`src/rtl/sfpb_pkg.sv`:
```
// ============================================================================
// sfpb_pkg: servo frame packet builder shared definitions
// Microcode word layout, program step codes, command codes, register indexes,
// reset limit tables and the control store of the framer sequencer.
// ============================================================================
package sfpb_pkg;

    localparam int NUM_AXES_DEF = 6;
    localparam int NUM_AXES_MAX = 16;

    // Stream payload widths
    localparam int S_TDATA_W = 40;   // axis(3) + value_a(16) + value_b(16), padded to bytes
    localparam int S_TUSER_W = 2;
    localparam int M_TDATA_W = 8;
    localparam int CFG_IDX_W = 1;
    localparam int CFG_DATA_W = 16;

    // Command codes (carried on s_tuser)
    localparam logic [1:0] CMD_SET_POS = 2'd0;
    localparam logic [1:0] CMD_SET_LIM = 2'd1;
    localparam logic [1:0] CMD_SEND    = 2'd2;
    localparam logic [1:0] CMD_NOP     = 2'd3;

    // Configuration register indexes
    localparam logic [CFG_IDX_W-1:0] REG_MOVE_TIME = 1'b0;
    localparam logic [CFG_IDX_W-1:0] REG_INSTR     = 1'b1;

    localparam logic [15:0] MOVE_TIME_RST = 16'd5000;
    localparam logic [7:0]  INSTR_RST     = 8'd0;

    // Packet constants
    localparam logic [7:0] HDR_BYTE0   = 8'd255;
    localparam logic [7:0] HDR_BYTE1   = 8'd253;
    localparam logic [7:0] SUM_SEED    = 8'(508 % 256);
    localparam logic [7:0] CKS_BASE    = 8'd254;

    // Program steps
    typedef logic [3:0] step_t;
    localparam step_t ST_IDLE   = 4'd0;
    localparam step_t ST_SETPOS = 4'd1;
    localparam step_t ST_SETLIM = 4'd2;
    localparam step_t ST_HDR0   = 4'd3;
    localparam step_t ST_HDR1   = 4'd4;
    localparam step_t ST_LEN    = 4'd5;
    localparam step_t ST_INSTR  = 4'd6;
    localparam step_t ST_TLO    = 4'd7;
    localparam step_t ST_THI    = 4'd8;
    localparam step_t ST_PLO    = 4'd9;
    localparam step_t ST_PHI    = 4'd10;
    localparam step_t ST_CKS    = 4'd11;

    typedef enum logic [3:0] {
        BS_HDR0  = 4'd0,
        BS_HDR1  = 4'd1,
        BS_LEN   = 4'd2,
        BS_INSTR = 4'd3,
        BS_TLO   = 4'd4,
        BS_THI   = 4'd5,
        BS_PLO   = 4'd6,
        BS_PHI   = 4'd7,
        BS_CKS   = 4'd8
    } byte_sel_t;

    typedef enum logic [1:0] {
        ACC_HOLD = 2'd0,
        ACC_INIT = 2'd1,
        ACC_ADD  = 2'd2
    } acc_op_t;

    typedef enum logic [1:0] {
        PTR_HOLD = 2'd0,
        PTR_CLR  = 2'd1,
        PTR_INC  = 2'd2
    } ptr_op_t;

    typedef enum logic [1:0] {
        JMP_NEXT     = 2'd0,
        JMP_DISPATCH = 2'd1,
        JMP_LOOP     = 2'd2,
        JMP_ALWAYS   = 2'd3
    } jmp_t;

    typedef struct packed {
        logic      in_rdy;
        logic      emit;
        logic      last;
        byte_sel_t bsel;
        acc_op_t   acc_op;
        ptr_op_t   ptr_op;
        logic      wr_pos;
        logic      wr_lim;
        jmp_t      jmp;
        step_t     target;
    } cw_t;

    // Sequencer to datapath control
    typedef struct packed {
        cw_t  cw;
        logic adv;
    } ctl_t;

    // Control store
    function automatic cw_t ucode(input step_t s);
        cw_t w;
        w = '{in_rdy: 1'b0, emit: 1'b0, last: 1'b0, bsel: BS_HDR0, acc_op: ACC_HOLD,
              ptr_op: PTR_HOLD, wr_pos: 1'b0, wr_lim: 1'b0, jmp: JMP_NEXT,
              target: ST_IDLE};
        case (s)
            ST_IDLE: begin
                w.in_rdy = 1'b1;
                w.jmp    = JMP_DISPATCH;
            end
            ST_SETPOS: begin
                w.wr_pos = 1'b1;
                w.jmp    = JMP_ALWAYS;
            end
            ST_SETLIM: begin
                w.wr_lim = 1'b1;
                w.jmp    = JMP_ALWAYS;
            end
            ST_HDR0: begin
                w.emit   = 1'b1;
                w.acc_op = ACC_INIT;
                w.ptr_op = PTR_CLR;
            end
            ST_HDR1: begin
                w.emit = 1'b1;
                w.bsel = BS_HDR1;
            end
            ST_LEN: begin
                w.emit   = 1'b1;
                w.bsel   = BS_LEN;
                w.acc_op = ACC_ADD;
            end
            ST_INSTR: begin
                w.emit   = 1'b1;
                w.bsel   = BS_INSTR;
                w.acc_op = ACC_ADD;
            end
            ST_TLO: begin
                w.emit   = 1'b1;
                w.bsel   = BS_TLO;
                w.acc_op = ACC_ADD;
            end
            ST_THI: begin
                w.emit   = 1'b1;
                w.bsel   = BS_THI;
                w.acc_op = ACC_ADD;
            end
            ST_PLO: begin
                w.emit   = 1'b1;
                w.bsel   = BS_PLO;
                w.acc_op = ACC_ADD;
            end
            ST_PHI: begin
                w.emit   = 1'b1;
                w.bsel   = BS_PHI;
                w.acc_op = ACC_ADD;
                w.ptr_op = PTR_INC;
                w.jmp    = JMP_LOOP;
                w.target = ST_PLO;
            end
            ST_CKS: begin
                w.emit = 1'b1;
                w.last = 1'b1;
                w.bsel = BS_CKS;
                w.jmp  = JMP_ALWAYS;
            end
            default: begin
                w.jmp = JMP_ALWAYS;
            end
        endcase
        return w;
    endfunction

    // Reset limits; axes past the sixth get the full range
    function automatic logic [15:0] reset_min(input int i);
        logic [15:0] v;
        case (i)
            0:       v = 16'd700;
            1:       v = 16'd2000;
            2:       v = 16'd500;
            3:       v = 16'd500;
            4:       v = 16'd200;
            5:       v = 16'd300;
            default: v = 16'd0;
        endcase
        return v;
    endfunction

    function automatic logic [15:0] reset_max(input int i);
        logic [15:0] v;
        case (i)
            0:       v = 16'd2800;
            1:       v = 16'd4100;
            2:       v = 16'd2600;
            3:       v = 16'd2600;
            4:       v = 16'd820;
            5:       v = 16'd700;
            default: v = 16'd65535;
        endcase
        return v;
    endfunction

    function automatic logic [15:0] reset_pos(input int i);
        logic [16:0] s;
        s = {1'b0, reset_min(i)} + {1'b0, reset_max(i)};
        return s[16:1];
    endfunction

endpackage

```
`src/rtl/servo_frame_packet_builder_top.sv`:
```
// ============================================================================
// servo_frame_packet_builder_top: servo packet framer
// Keeps per-axis limits and positions and frames them into a servo packet.
// ============================================================================
// Usage:
//   Slave stream carries commands: s_tuser is the command (set position,
//   set limits, send packet), s_tdata holds axis and the two values.
//   A set command is accepted at idle and then runs one write step.
//   A send command is accepted at idle and then runs one microcode step per
//   packet byte. The first byte is loaded into the output register by the
//   HDR0 step that follows acceptance; while the receiver does not stall,
//   one byte follows per cycle.
//   Master stream carries one packet byte per transaction in m_tdata, with
//   m_tlast high on the checksum byte.
//   When the receiver stalls, the byte sequencer holds on its current step;
//   the output register keeps the pending byte. A new command is taken as
//   soon as the sequencer is back at idle, even if the checksum byte is
//   still waiting to be taken.
//   Reset (aresetn low, synchronous) restores the limit tables, centers each
//   position between its limits, sets move_time to 5000 and the instruction
//   code to 0, and empties the output register.
//   Write move_time and instruction_code through cfg_* only while idle.
// ============================================================================
module servo_frame_packet_builder_top #(
    parameter int NUM_AXES = sfpb_pkg::NUM_AXES_DEF
) (
    input  logic                             aclk,
    input  logic                             aresetn,
    // command stream
    input  logic                             s_tvalid,
    output logic                             s_tready,
    input  logic [sfpb_pkg::S_TDATA_W-1:0]   s_tdata,  // axis[2:0], value_a[18:3], value_b[34:19]
    input  logic [sfpb_pkg::S_TUSER_W-1:0]   s_tuser,  // command[1:0]
    // packet byte stream
    output logic                             m_tvalid,
    input  logic                             m_tready,
    output logic [sfpb_pkg::M_TDATA_W-1:0]   m_tdata,  // packet_byte[7:0]
    output logic                             m_tlast,
    // configuration write port
    input  logic                             cfg_wr_en,
    input  logic [sfpb_pkg::CFG_IDX_W-1:0]   cfg_addr,
    input  logic [sfpb_pkg::CFG_DATA_W-1:0]  cfg_wdata
);
    import sfpb_pkg::*;

    ctl_t        ctl;
    logic        s_fire;
    logic        out_free;
    logic        out_load;
    logic        ptr_last;
    logic [7:0]  pkt_byte;

    logic [15:0] move_time_reg;
    logic [7:0]  instr_reg;
    logic        m_tvalid_reg;
    logic [7:0]  m_tdata_reg;
    logic        m_tlast_reg;

    // Only the idle step of the program takes commands
    assign s_tready = ctl.cw.in_rdy;
    assign s_fire   = s_tvalid && s_tready;

    // Output register is free when empty or being drained this cycle
    assign out_free = !m_tvalid_reg || m_tready;
    assign out_load = ctl.adv && ctl.cw.emit;

    sfpb_seq u_seq (
        .aclk     (aclk),
        .aresetn  (aresetn),
        .s_fire   (s_fire),
        .s_cmd    (s_tuser),
        .out_free (out_free),
        .ptr_last (ptr_last),
        .ctl      (ctl)
    );

    sfpb_dp #(
        .NUM_AXES (NUM_AXES)
    ) u_dp (
        .aclk             (aclk),
        .aresetn          (aresetn),
        .ctl              (ctl),
        .s_fire           (s_fire),
        .s_axis           (s_tdata[2:0]),
        .s_value_a        (s_tdata[18:3]),
        .s_value_b        (s_tdata[34:19]),
        .move_time        (move_time_reg),
        .instruction_code (instr_reg),
        .pkt_byte         (pkt_byte),
        .ptr_last         (ptr_last)
    );

    // Configuration registers
    always_ff @(posedge aclk) begin
        if (!aresetn) begin
            move_time_reg <= MOVE_TIME_RST;
            instr_reg     <= INSTR_RST;
        end else if (cfg_wr_en) begin
            case (cfg_addr)
                REG_MOVE_TIME: move_time_reg <= cfg_wdata;
                REG_INSTR:     instr_reg     <= cfg_wdata[7:0];
                default:       instr_reg     <= instr_reg;
            endcase
        end
    end

    // Output register: load a byte, drop valid once taken
    always_ff @(posedge aclk) begin
        if (!aresetn) begin
            m_tvalid_reg <= 1'b0;
        end else if (out_load) begin
            m_tvalid_reg <= 1'b1;
        end else if (m_tready) begin
            m_tvalid_reg <= 1'b0;
        end
    end

    always_ff @(posedge aclk) begin
        if (out_load) begin
            m_tdata_reg <= pkt_byte;
            m_tlast_reg <= ctl.cw.last;
        end
    end

    assign m_tvalid = m_tvalid_reg;
    assign m_tdata  = m_tdata_reg;
    assign m_tlast  = m_tlast_reg;

`ifndef SYNTHESIS
    a_no_cmd_mid_packet: assert property (@(posedge aclk) disable iff (!aresetn)
        s_fire |-> !m_tvalid_reg || m_tlast_reg)
        else $error("command accepted in the middle of a packet");
    a_header_after_send: assert property (@(posedge aclk) disable iff (!aresetn)
        out_load && ctl.cw.bsel == BS_HDR0 |=> m_tvalid_reg && m_tdata_reg == HDR_BYTE0
        && !m_tlast_reg)
        else $error("send did not start with the header byte");
    a_no_load_when_full: assert property (@(posedge aclk) disable iff (!aresetn)
        m_tvalid_reg && !m_tready |-> !out_load)
        else $error("output register overwritten while stalled");
`endif

endmodule

```
`src/rtl/sfpb_seq.sv`:
```
// ============================================================================
// sfpb_seq: microprogram sequencer
// Step counter over the control store, with command dispatch and axis loop.
// ============================================================================
module sfpb_seq (
    input  logic                  aclk,
    input  logic                  aresetn,
    input  logic                  s_fire,
    input  logic [1:0]            s_cmd,
    input  logic                  out_free,
    input  logic                  ptr_last,
    output sfpb_pkg::ctl_t        ctl
);
    import sfpb_pkg::*;

    step_t step_reg;
    step_t step_next;
    cw_t   cw;
    logic  adv;

    assign cw  = ucode(step_reg);
    // Emitting steps wait for room in the output register
    assign adv = cw.emit ? out_free : 1'b1;
    assign ctl = '{cw: cw, adv: adv};

    always_comb begin
        step_next = step_reg;
        case (cw.jmp)
            JMP_NEXT:   step_next = step_reg + step_t'(1);
            JMP_ALWAYS: step_next = cw.target;
            JMP_LOOP:   step_next = ptr_last ? step_reg + step_t'(1) : cw.target;
            JMP_DISPATCH: begin
                if (s_fire) begin
                    case (s_cmd)
                        CMD_SET_POS: step_next = ST_SETPOS;
                        CMD_SET_LIM: step_next = ST_SETLIM;
                        CMD_SEND:    step_next = ST_HDR0;
                        default:     step_next = ST_IDLE;
                    endcase
                end
            end
            default:    step_next = ST_IDLE;
        endcase
    end

    always_ff @(posedge aclk) begin
        if (!aresetn) begin
            step_reg <= ST_IDLE;
        end else if (adv) begin
            step_reg <= step_next;
        end
    end

`ifndef SYNTHESIS
    a_step_range: assert property (@(posedge aclk) disable iff (!aresetn)
        step_reg <= ST_CKS)
        else $error("sequencer left the program");
    a_hold_on_stall: assert property (@(posedge aclk) disable iff (!aresetn)
        cw.emit && !out_free |=> step_reg == $past(step_reg))
        else $error("emitting step advanced while output was full");
    a_fire_only_idle: assert property (@(posedge aclk) disable iff (!aresetn)
        s_fire |-> step_reg == ST_IDLE)
        else $error("input accepted outside idle step");
`endif

endmodule

```
`src/rtl/sfpb_dp.sv`:
```
// ============================================================================
// sfpb_dp: framer datapath
// Axis limit/position registers, clamp, packet byte select and checksum.
// ============================================================================
module sfpb_dp #(
    parameter int NUM_AXES = sfpb_pkg::NUM_AXES_DEF
) (
    input  logic                  aclk,
    input  logic                  aresetn,
    input  sfpb_pkg::ctl_t        ctl,
    input  logic                  s_fire,
    input  logic [2:0]            s_axis,
    input  logic [15:0]           s_value_a,
    input  logic [15:0]           s_value_b,
    input  logic [15:0]           move_time,
    input  logic [7:0]            instruction_code,
    output logic [7:0]            pkt_byte,
    output logic                  ptr_last
);
    import sfpb_pkg::*;

    localparam int AXW = (NUM_AXES > 1) ? $clog2(NUM_AXES) : 1;
    localparam logic [7:0] LEN_BYTE = 8'((2 * NUM_AXES + 4) % 256);

    logic [15:0]    pos_reg  [NUM_AXES];
    logic [15:0]    min_reg  [NUM_AXES];
    logic [15:0]    max_reg  [NUM_AXES];

    logic [2:0]     axis_reg;
    logic [15:0]    va_reg;
    logic [15:0]    vb_reg;
    logic [AXW-1:0] ptr_reg;
    logic [7:0]     acc_reg;

    logic [AXW+2:0] axis_ext;
    logic [AXW-1:0] axis_idx;
    logic           axis_ok;
    logic [15:0]    lo_clamp;
    logic [15:0]    clamped;
    logic [15:0]    cur_pos;

    assign axis_ext = (AXW + 3)'(axis_reg);
    assign axis_idx = axis_ext[AXW-1:0];
    assign axis_ok  = 32'(axis_reg) < NUM_AXES;
    assign ptr_last = ptr_reg == AXW'(NUM_AXES - 1);
    assign cur_pos  = pos_reg[ptr_reg];

    // Raise to min first, then lower to max: inverted limits land on max
    assign lo_clamp = (va_reg < min_reg[axis_idx]) ? min_reg[axis_idx] : va_reg;
    assign clamped  = (lo_clamp > max_reg[axis_idx]) ? max_reg[axis_idx] : lo_clamp;

    always_comb begin
        case (ctl.cw.bsel)
            BS_HDR0:  pkt_byte = HDR_BYTE0;
            BS_HDR1:  pkt_byte = HDR_BYTE1;
            BS_LEN:   pkt_byte = LEN_BYTE;
            BS_INSTR: pkt_byte = instruction_code;
            BS_TLO:   pkt_byte = move_time[7:0];
            BS_THI:   pkt_byte = move_time[15:8];
            BS_PLO:   pkt_byte = cur_pos[7:0];
            BS_PHI:   pkt_byte = cur_pos[15:8];
            BS_CKS:   pkt_byte = CKS_BASE - acc_reg;
            default:  pkt_byte = HDR_BYTE0;
        endcase
    end

    // Capture the command operands
    always_ff @(posedge aclk) begin
        if (s_fire) begin
            axis_reg <= s_axis;
            va_reg   <= s_value_a;
            vb_reg   <= s_value_b;
        end
    end

    always_ff @(posedge aclk) begin
        if (!aresetn) begin
            for (int i = 0; i < NUM_AXES; i++) begin
                pos_reg[i] <= reset_pos(i);
                min_reg[i] <= reset_min(i);
                max_reg[i] <= reset_max(i);
            end
        end else if (ctl.adv && axis_ok) begin
            if (ctl.cw.wr_pos) begin
                pos_reg[axis_idx] <= clamped;
            end
            if (ctl.cw.wr_lim) begin
                min_reg[axis_idx] <= va_reg;
                max_reg[axis_idx] <= vb_reg;
            end
        end
    end

    always_ff @(posedge aclk) begin
        if (!aresetn) begin
            ptr_reg <= '0;
            acc_reg <= '0;
        end else if (ctl.adv) begin
            case (ctl.cw.ptr_op)
                PTR_CLR: ptr_reg <= '0;
                PTR_INC: ptr_reg <= ptr_last ? '0 : ptr_reg + AXW'(1);
                default: ptr_reg <= ptr_reg;
            endcase
            case (ctl.cw.acc_op)
                ACC_INIT: acc_reg <= SUM_SEED;
                ACC_ADD:  acc_reg <= acc_reg + pkt_byte;
                default:  acc_reg <= acc_reg;
            endcase
        end
    end

`ifndef SYNTHESIS
    a_ptr_range: assert property (@(posedge aclk) disable iff (!aresetn)
        32'(ptr_reg) < NUM_AXES)
        else $error("axis pointer out of range");
    a_seed_first: assert property (@(posedge aclk) disable iff (!aresetn)
        ctl.adv && ctl.cw.acc_op == ACC_INIT |=> acc_reg == SUM_SEED)
        else $error("checksum not seeded");
    a_ptr_cleared: assert property (@(posedge aclk) disable iff (!aresetn)
        ctl.adv && ctl.cw.bsel == BS_HDR0 && ctl.cw.emit |=> ptr_reg == '0)
        else $error("axis pointer not cleared at packet start");
`endif

endmodule
```
`config.mk`:
```
export PLATFORM = sky130hd
export DESIGN_NAME = servo_frame_packet_builder_top
export DESIGN_NICKNAME = d
export VERILOG_FILES = /design/src/rtl/sfpb_pkg.sv /design/src/rtl/servo_frame_packet_builder_top.sv /design/src/rtl/sfpb_seq.sv /design/src/rtl/sfpb_dp.sv
export SDC_FILE = /design/constraint.sdc
export NUM_CORES = 1
export LEC_CHECK = 0
export BUFFER_PORTS_ARGS = -buffer_cell sky130_fd_sc_hd__buf_2
export CORE_MARGIN = 2
export CORE_UTILIZATION = 35
export CTS_CLUSTER_SIZE = 8
export DETAILED_ROUTE_END_ITERATION = 6
export HOLD_SLACK_MARGIN = 0.15
export SYNTH_ARGS = -nofsm -noshare
export SYNTH_HDL_FRONTEND = slang
export SYNTH_SLANG_ARGS = --single-unit
```
`constraint.sdc`:
```
create_clock -name aclk -period 14.8 [get_ports aclk]
set_clock_uncertainty 0.05 [all_clocks]
set_input_delay 0.74 -clock aclk [delete_from_list [all_inputs] [get_ports aclk]]
set_output_delay 0.74 -clock aclk [all_outputs]
set_load 0.05 [all_outputs]
```
==> results of run 1 <==
-- kinds of logic (layout without fill, tap and decap cells) --
logic type	count (synthesis)	count (layout)	share of synthesized area [%]
compound gates	145	145	4.70
xor+xnor	12	12	0.491
fa+ha+maj	52	52	3.08
buf+inv	161	266	2.98
flops	474	474	64.4
mux	177	177	14.5
other cells	1	96	0.0175
simple gates	492	492	9.83
-- cell type report --
class                           instances  share of cell area [%]
Sequential cell                       474                    55.3
Tap cell                              782                    3.93
Inverter                               83                    1.25
Clock buffer                           82                    7.13
Multi-Input combinational cell        974                    29.6
Timing Repair Buffer                   93                    2.11
Clock inverter                          8                   0.668
-- layout by cell type (no fill, tap or decap), drive strengths merged, types with 7 or more instances in the layout --
cell type    n
a21boi      22
a21oi       30
and3         8
buf         93
clkbuf      82
clkinv       7
conb        96
dfxtp       46
edfxtp     428
ha          51
inv         84
mux2        11
mux2i       70
mux4        96
nand2      185
nand2b       8
nand3       30
nand4       12
nor2       195
nor2b       13
nor3        11
o21ai       38
or3          7
-- stage by stage --
step	worst slack [ns]	hold slack [ns]	total power, W
2_1_floorplan	9.21	0.390	0.00256
3_3_place_gp	7.36	0.403	0.00288
3_5_place_dp	7.28	0.409	0.00291
4_1_cts	7.25	0.225	0.00434
5_1_grt	6.83	0.223	0.00451
6_report	7.32	0.258	0.00431
-- power groups by stage --
stage	logic, W	registers [W]	clock network (W)
finish	0.00124	0.00165	0.00142
global route	0.00134	0.00166	0.00150
CTS	0.00124	0.00165	0.00145
detailed placement	0.00123	0.00168	0
global placement	0.00121	0.00167	0
floorplan	0.000915	0.00164	0
-- routing by layer --
metal	global-route usage (%)	part of all wire, %
met5	0	0
met4	6.14	3.2
met3	3.66	5.2
met2	28.4	50
met1	20.5	41
-- synthesized netlist by cell type (3+ instances only) --
cell type	n
nor3b_1	4
nand3_1	30
inv_1	83
or3_1	7
nand4_1	12
o21a_1	3
mux4_2	96
and3_1	8
mux2_2	11
ha_1	51
nand2b_1	8
nor3_1	11
o21ai_0	34
nand2_1	185
xnor2_1	6
a22oi_1	3
a21boi_0	22
nor2_1	195
o21ai_1	3
mux2i_1	59
o2111ai_1	3
a222oi_1	6
a221oi_1	3
buf_1	14
and2_1	6
clkbuf_1	49
a21o_1	5
o211ai_1	5
dfxtp_1	46
mux2i_4	9
a21oi_1	30
nor2b_1	13
o211a_1	3
xor2_1	6
buf_2	12
edfxtp_1	428
a31oi_1	5
-- path summary, 6_finish.rpt --
path                                             to  cells past startpoint              from  slack, ns
worst max-delay path            u_dp.pos_reg[6][11]                     17         flip-flop       7.32
worst max register to register  u_dp.pos_reg[6][11]                     17         flip-flop       7.32
worst min register to register     move_time_reg[1]                      2  move_time_reg[1]       0.42
worst min-delay path                u_dp.vb_reg[14]                      1       s_tdata[33]       0.26
==> metrics.md, run 1 <==
| Metric | Value |
|---|---|
| Worst skew pair latency | 0.62 ns |
| Logic pwr share | between 20 and 30% |
| Areal power density over the cells | 173 nW/um^2 |
| Worst Path Required | 15.06 ns |
| Largest net degree at the start of global routing | between 50 and 60 |
| Multi-input logic area | 7370 um^2 |
| Grt ovf | 0 |
| Peak supply drop | 0.128 mV |
| Fin crit share | 50.6% |
| Crit path arrival time | 7.74 ns |
| Port buffer count | 69 |
| Final setup vio count | 0 |
| GR Util All Layers | 16.6% |
| Placed wire-length estimate | 31.5 mm |
| CP Class | flip-flop to flip-flop |
| Reg power frac | between 30% and 40% |
| Placer Congestion | 0.804 |
| Die Wd | around 250 um |
| DRC violations left | 0 |
| RSZ-0062 raised after global routing | false |
| Asr flop ratio synth | 0% |
| Die area | 63,100 um^2 |
| Finished Layout Cells | between 2,000 and 2,500 |
| CP top delay family | compound AO/OA/AOI/OAI gates |
| Final Critical Period | 7.48 ns |
| Leakage | 8.70 nW |
| Synth cell types | 67 |
| Mapped cell area | 21,400 um^2 |
| EDFF count, synth | 428 |
| Top_reg_cell synth | edfxtp_1 |
| Via total after detailed routing | 12,900 |
| Area contributors post-synth | edfxtp_1 (60%), mux4_2 (10%), dfxtp_1 (4.3%) |
| Routed wire length per instance | 20.6 um |
| Slew Limit Fails | 0 |
| Synth area leader | edfxtp_1 |
| # clock sinks | 474 |
| Total iterations of the first detailed-routing run | 5 |
| Register bit total from synthesis | approximately 470 |
| Status | finished, final reports clean |
| Antenna Nets Post-Route | 0 |
| First-pass GRT wire length | 78.7 mm |
| Cts hold-fix bufs | 0 |
| Net Sw Frac | 32.8% |
| Slowest cell delay on critical path | 0.84 ns |
| Worst-path fanout max | 41 |
| Slowest cell on crit path | o21ai_4 |
| Die H | 251 um |
| CTS Buf Count | roughly 70 |
| Post-DP Area | 23,000 um^2 |
| Initial Util | 35.4% |
| 1st-iter DRT viols | 1,025 |
| Post-CTS Resized | 0 |
| Area share of the largest cell type after synthesis | roughly 60% |
| Fmax | between 0.1 and 0.15 GHz |
| Final Instance Area | about 25,000 um^2 |
| FF+latch area | 13,800 um^2 |
| Clk pin slew, worst setup/hold paths | 0.05 ns |
| Mapped Cells | 1,514 |
| Total Wirelength | 51.4 mm |
| Clock share of power | 33.0% |
| Sequential share of the synthesized area | approximately 64% |
| N_diodes | 0 |
| Ports | 75 |
| Total core area | a little over 60,000 um^2 |
| Placed cell count | 2,406 |
| Crit end category | flip-flop |
| Max-cap violations | 0 |
| Hold Fails Final Rpt | 0 |
| Fillers | 5,600 |
| Internal power | between 0.002 and 0.003 W |
| Vias per inst | 5.16 |
| Clock buffer depth | 3 |
| Layout cell share with drive strength beyond 1 | 17.7% |
| Area grow syn2layout | 16.4% |
| TNS Setup | 0 ns |
| Max transition margin | 21.5% |
| # nets final | 1,811 |
| CP cell instances | buf_4, mux4_2, mux2i_1, ha_1, nand4_1, nor3_1, o211ai_1, o211ai_4, mux2i_1, ha_1, a21o_1, a31oi_1, nand3_1, a221o_1, o21ai_4, mux2i_1, nor2_1 |
| CP dominant cell by count | mux2i_1 |
| Initial antenna violation count | 0 |
| CTS tree | done |
| Vias in the first global route | 13,400 |
| HP Class | input pin to flip-flop |
| Core Rows | 90 |
| H-tree depth | 3 |
| P_sw | 0.00141 W |
| Startpoint Class | flip-flop |
| Post-CTS setup buffers | 0 |
| YS warnings | 0 |
| CTS Root Cell | clkbuf_16 |
| Worst Tran Pin Value | 1.17 ns |
| Final core utilization | 41.3% |
| Crit path buf inv count | 1 |
| Syn Area/Cell | 14.1 um^2 |
Note: power is estimated with default switching activity, not from simulation.
==> run 2, diff against run 1 <==
==> constraint.sdc (replaced) <==
create_clock -name aclk -period 6.4 [get_ports aclk]
set_clock_uncertainty 0.05 [all_clocks]
set_input_delay 0.32 -clock aclk [delete_from_list [all_inputs] [get_ports aclk]]
set_output_delay 0.32 -clock aclk [all_outputs]
set_load 0.05 [all_outputs]
==> metrics.md, run 2 (synthesis results as in run 1) <==
| Metric | Value |
|---|---|
| Hold WS | 0.201 ns (was 0.258 ns) |
| Post-CTS Resized | 0 (unchanged) |
| Die area | 63,100 um^2 (unchanged) |
| Crit end category | flip-flop (unchanged) |
| Routed wire length per instance | 20.2 um (was 20.6 um) |
| Worst Path Required | 6.62 ns (was 15.06 ns) |
| Peak supply drop | 0.273 mV (was 0.128 mV) |
| Worst Tran Pin Value | 1.09 ns (was 1.17 ns) |
| Placed wire-length estimate | 33.1 mm (was 31.5 mm) |
| CP Class | flip-flop to flip-flop (unchanged) |
| Clock buffer depth | 3 (unchanged) |
| Hold Fails Final Rpt | 0 (unchanged) |
| Port buffer count | 69 (unchanged) |
| Via total after detailed routing | 13,300 (was 12,900) |
| Antenna Nets Post-Route | 0 (unchanged) |
| Vias in the first global route | 13,900 (was 13,400) |
| Die H | 251 um (unchanged) |
| Die Wd | 251 um (unchanged) |
| Clk pin slew, worst setup/hold paths | 0.05 ns (about the same) |
| Pwr Total | 0.0103 W (was 0.00431 W) |
| Max-cap violations | 0 (unchanged) |
| RSZ-0062 raised after global routing | false (unchanged) |
| Worst-path fanout max | 17 (was 41) |
| Area grow syn2layout | 20.6% (was 16.4%) |
| Final Instance Area | 25,800 um^2 (was 24,900 um^2) |
| Final Critical Period | 5.79 ns (was 7.48 ns) |
| Most common cell after layout, fill and taps aside | edfxtp_1 (unchanged) |
| Initial antenna violation count | 0 (unchanged) |
| Final core utilization | 42.8% (was 41.3%) |
| Initial Util | 35.4% (unchanged) |
| Post-CTS setup buffers | 0 (unchanged) |
| Total iterations of the first detailed-routing run | 6 (was 5) |
| Max transition margin | 27.3% (was 21.5%) |
| GR Util All Layers | 17.0% (was 16.6%) |
| Total Wirelength | 52.3 mm (was 51.4 mm) |
| Fmax | 0.173 GHz (was 0.134 GHz) |
| Final setup vio count | 0 (unchanged) |
| DRC violations left | 0 (unchanged) |
| CTS Buf Count | 70 (was 69) |
| Total core area | 60,400 um^2 (unchanged) |
| CTS Root Cell | clkbuf_16 (unchanged) |
| TNS Setup | 0 ns (unchanged) |
| # clock sinks | 474 (unchanged) |
| Placer Congestion | 0.816 (was 0.804) |
| # nets final | 1,897 (was 1,811) |
| N_diodes | 0 (unchanged) |
| First-pass GRT wire length | 81.0 mm (was 78.7 mm) |
| 1st-iter DRT viols | 1,027 (was 1,025) |
| Grt ovf | 0 (unchanged) |
| Startpoint Class | flip-flop (unchanged) |
| Status | finished, final reports clean (unchanged) |
| Fin crit share | 90.4% (was 50.6%) |
| Slew Limit Fails | 0 (unchanged) |
| Ports | 75 (unchanged) |
| Crit path arrival time | 6.01 ns (was 7.74 ns) |
| Most frequent cells in the layout | edfxtp_1 (428), nor2_1 (195), nand2_1 (185), mux4_2 (96), conb_1 (96) (unchanged) |
| Areal power density over the cells | 401 nW/um^2 (was 173 nW/um^2) |
| Worst hold stages | 3 (was 1) |
| Leakage | 9.13 nW (was 8.70 nW) |
| Post-DP Area | 23,200 um^2 (was 23,000 um^2) |
| Largest net degree at the start of global routing | 56 (unchanged) |
| R2r worst-path depth | 19 (was 17) |
| Core Rows | 90 (unchanged) |
| Worst skew pair latency | 0.60 ns (was 0.62 ns) |
| H-tree depth | 3 (unchanged) |
| CTS tree | done (unchanged) |
| HP Class | input pin to flip-flop (unchanged) |
| Layout cell share with drive strength beyond 1 | 18.5% (was 17.7%) |
| Vias per inst | 5.12 (was 5.16) |
## run 2: cell count changes in the layout (fill, tap and decap cells not counted), sizes merged
| cell | change |
|---|---|
| buf | +30 |
| bufinv | +1 |
| clkbuf | +12 |
| clkinv | -3 |
| dlygate4sd3 | +55 |
| inv | +1 |
## run 2: path summary, 6_finish.rpt
kind,endpoint,slack (ns),from
min reg2reg,instr_reg[6],0.41,instr_reg[6]
max,u_dp.pos_reg[5][5],0.61,flip-flop
min,m_tvalid,0.20,m_tready
max reg2reg,u_dp.pos_reg[5][5],0.61,flip-flop
## run 2: layer usage
| metal | track usage [%] | wire length (um) | up-vias |
|---|---|---|---|
| li1 | - | - | 6065 |
| met1 | 21.5 | 21700 | 6694 |
| met2 | 29.4 | 26200 | 380 |
| met3 | 3.17 | 2730 | 122 |
| met4 | 5.97 | 1610 | 0 |
| met5 | 0 | 0 | - |
## run 2: per-stage QoR
| step | instances | setup WS, ns |
|---|---|---|
| floorplan | 1609 | 0.811 |
| global placement | 2436 | 0.661 |
| detailed placement | 2436 | 0.607 |
| CTS | 2592 | 0.572 |
| global route | 2592 | 0.274 |
| finish | 2592 | 0.612 |
## run 2: final cells by class
type / instances / area (um^2)
clock buffers: 94 / 1880
clock inverters: 7 / 130
fillers: 5545 / 34600
inverters: 83 / 312
multi-input cells: 974 / 7370
flip-flops and latches: 474 / 13800
well taps: 782 / 978
repair buffers: 178 / 1350
## run 2: repair_timing
item / CTS / global route
setup endpoints to repair: 0 / 0
hold endpoints to repair: 62 / 0
hold buffers: 55 / 0
## run 2: worst max-delay path, cell delays in order (launching register included)
cell and delay [ns]:
dfxtp_4 0.56, buf_12 0.23, mux4_2 0.52, mux2i_1 0.28
ha_1 0.23, nand4_1 0.19, nor3_1 0.21, o211ai_1 0.16
o211ai_4 0.32, buf_4 0.28, mux2i_1 0.42, ha_1 0.31
nand4_1 0.10, or2_2 0.13, a221oi_1 0.05, a221o_1 0.37
o21ai_4 0.30, buf_4 0.24, mux2i_4 0.36, nand2_1 0.14
## run 2: where the power goes
group          internal (W)  switching [W]  leakage, nW
Clock               0.00208        0.00133        0.971
Sequential          0.00367       0.000158         4.30
Combinational       0.00129        0.00180         3.86
Total               0.00705        0.00329         9.13
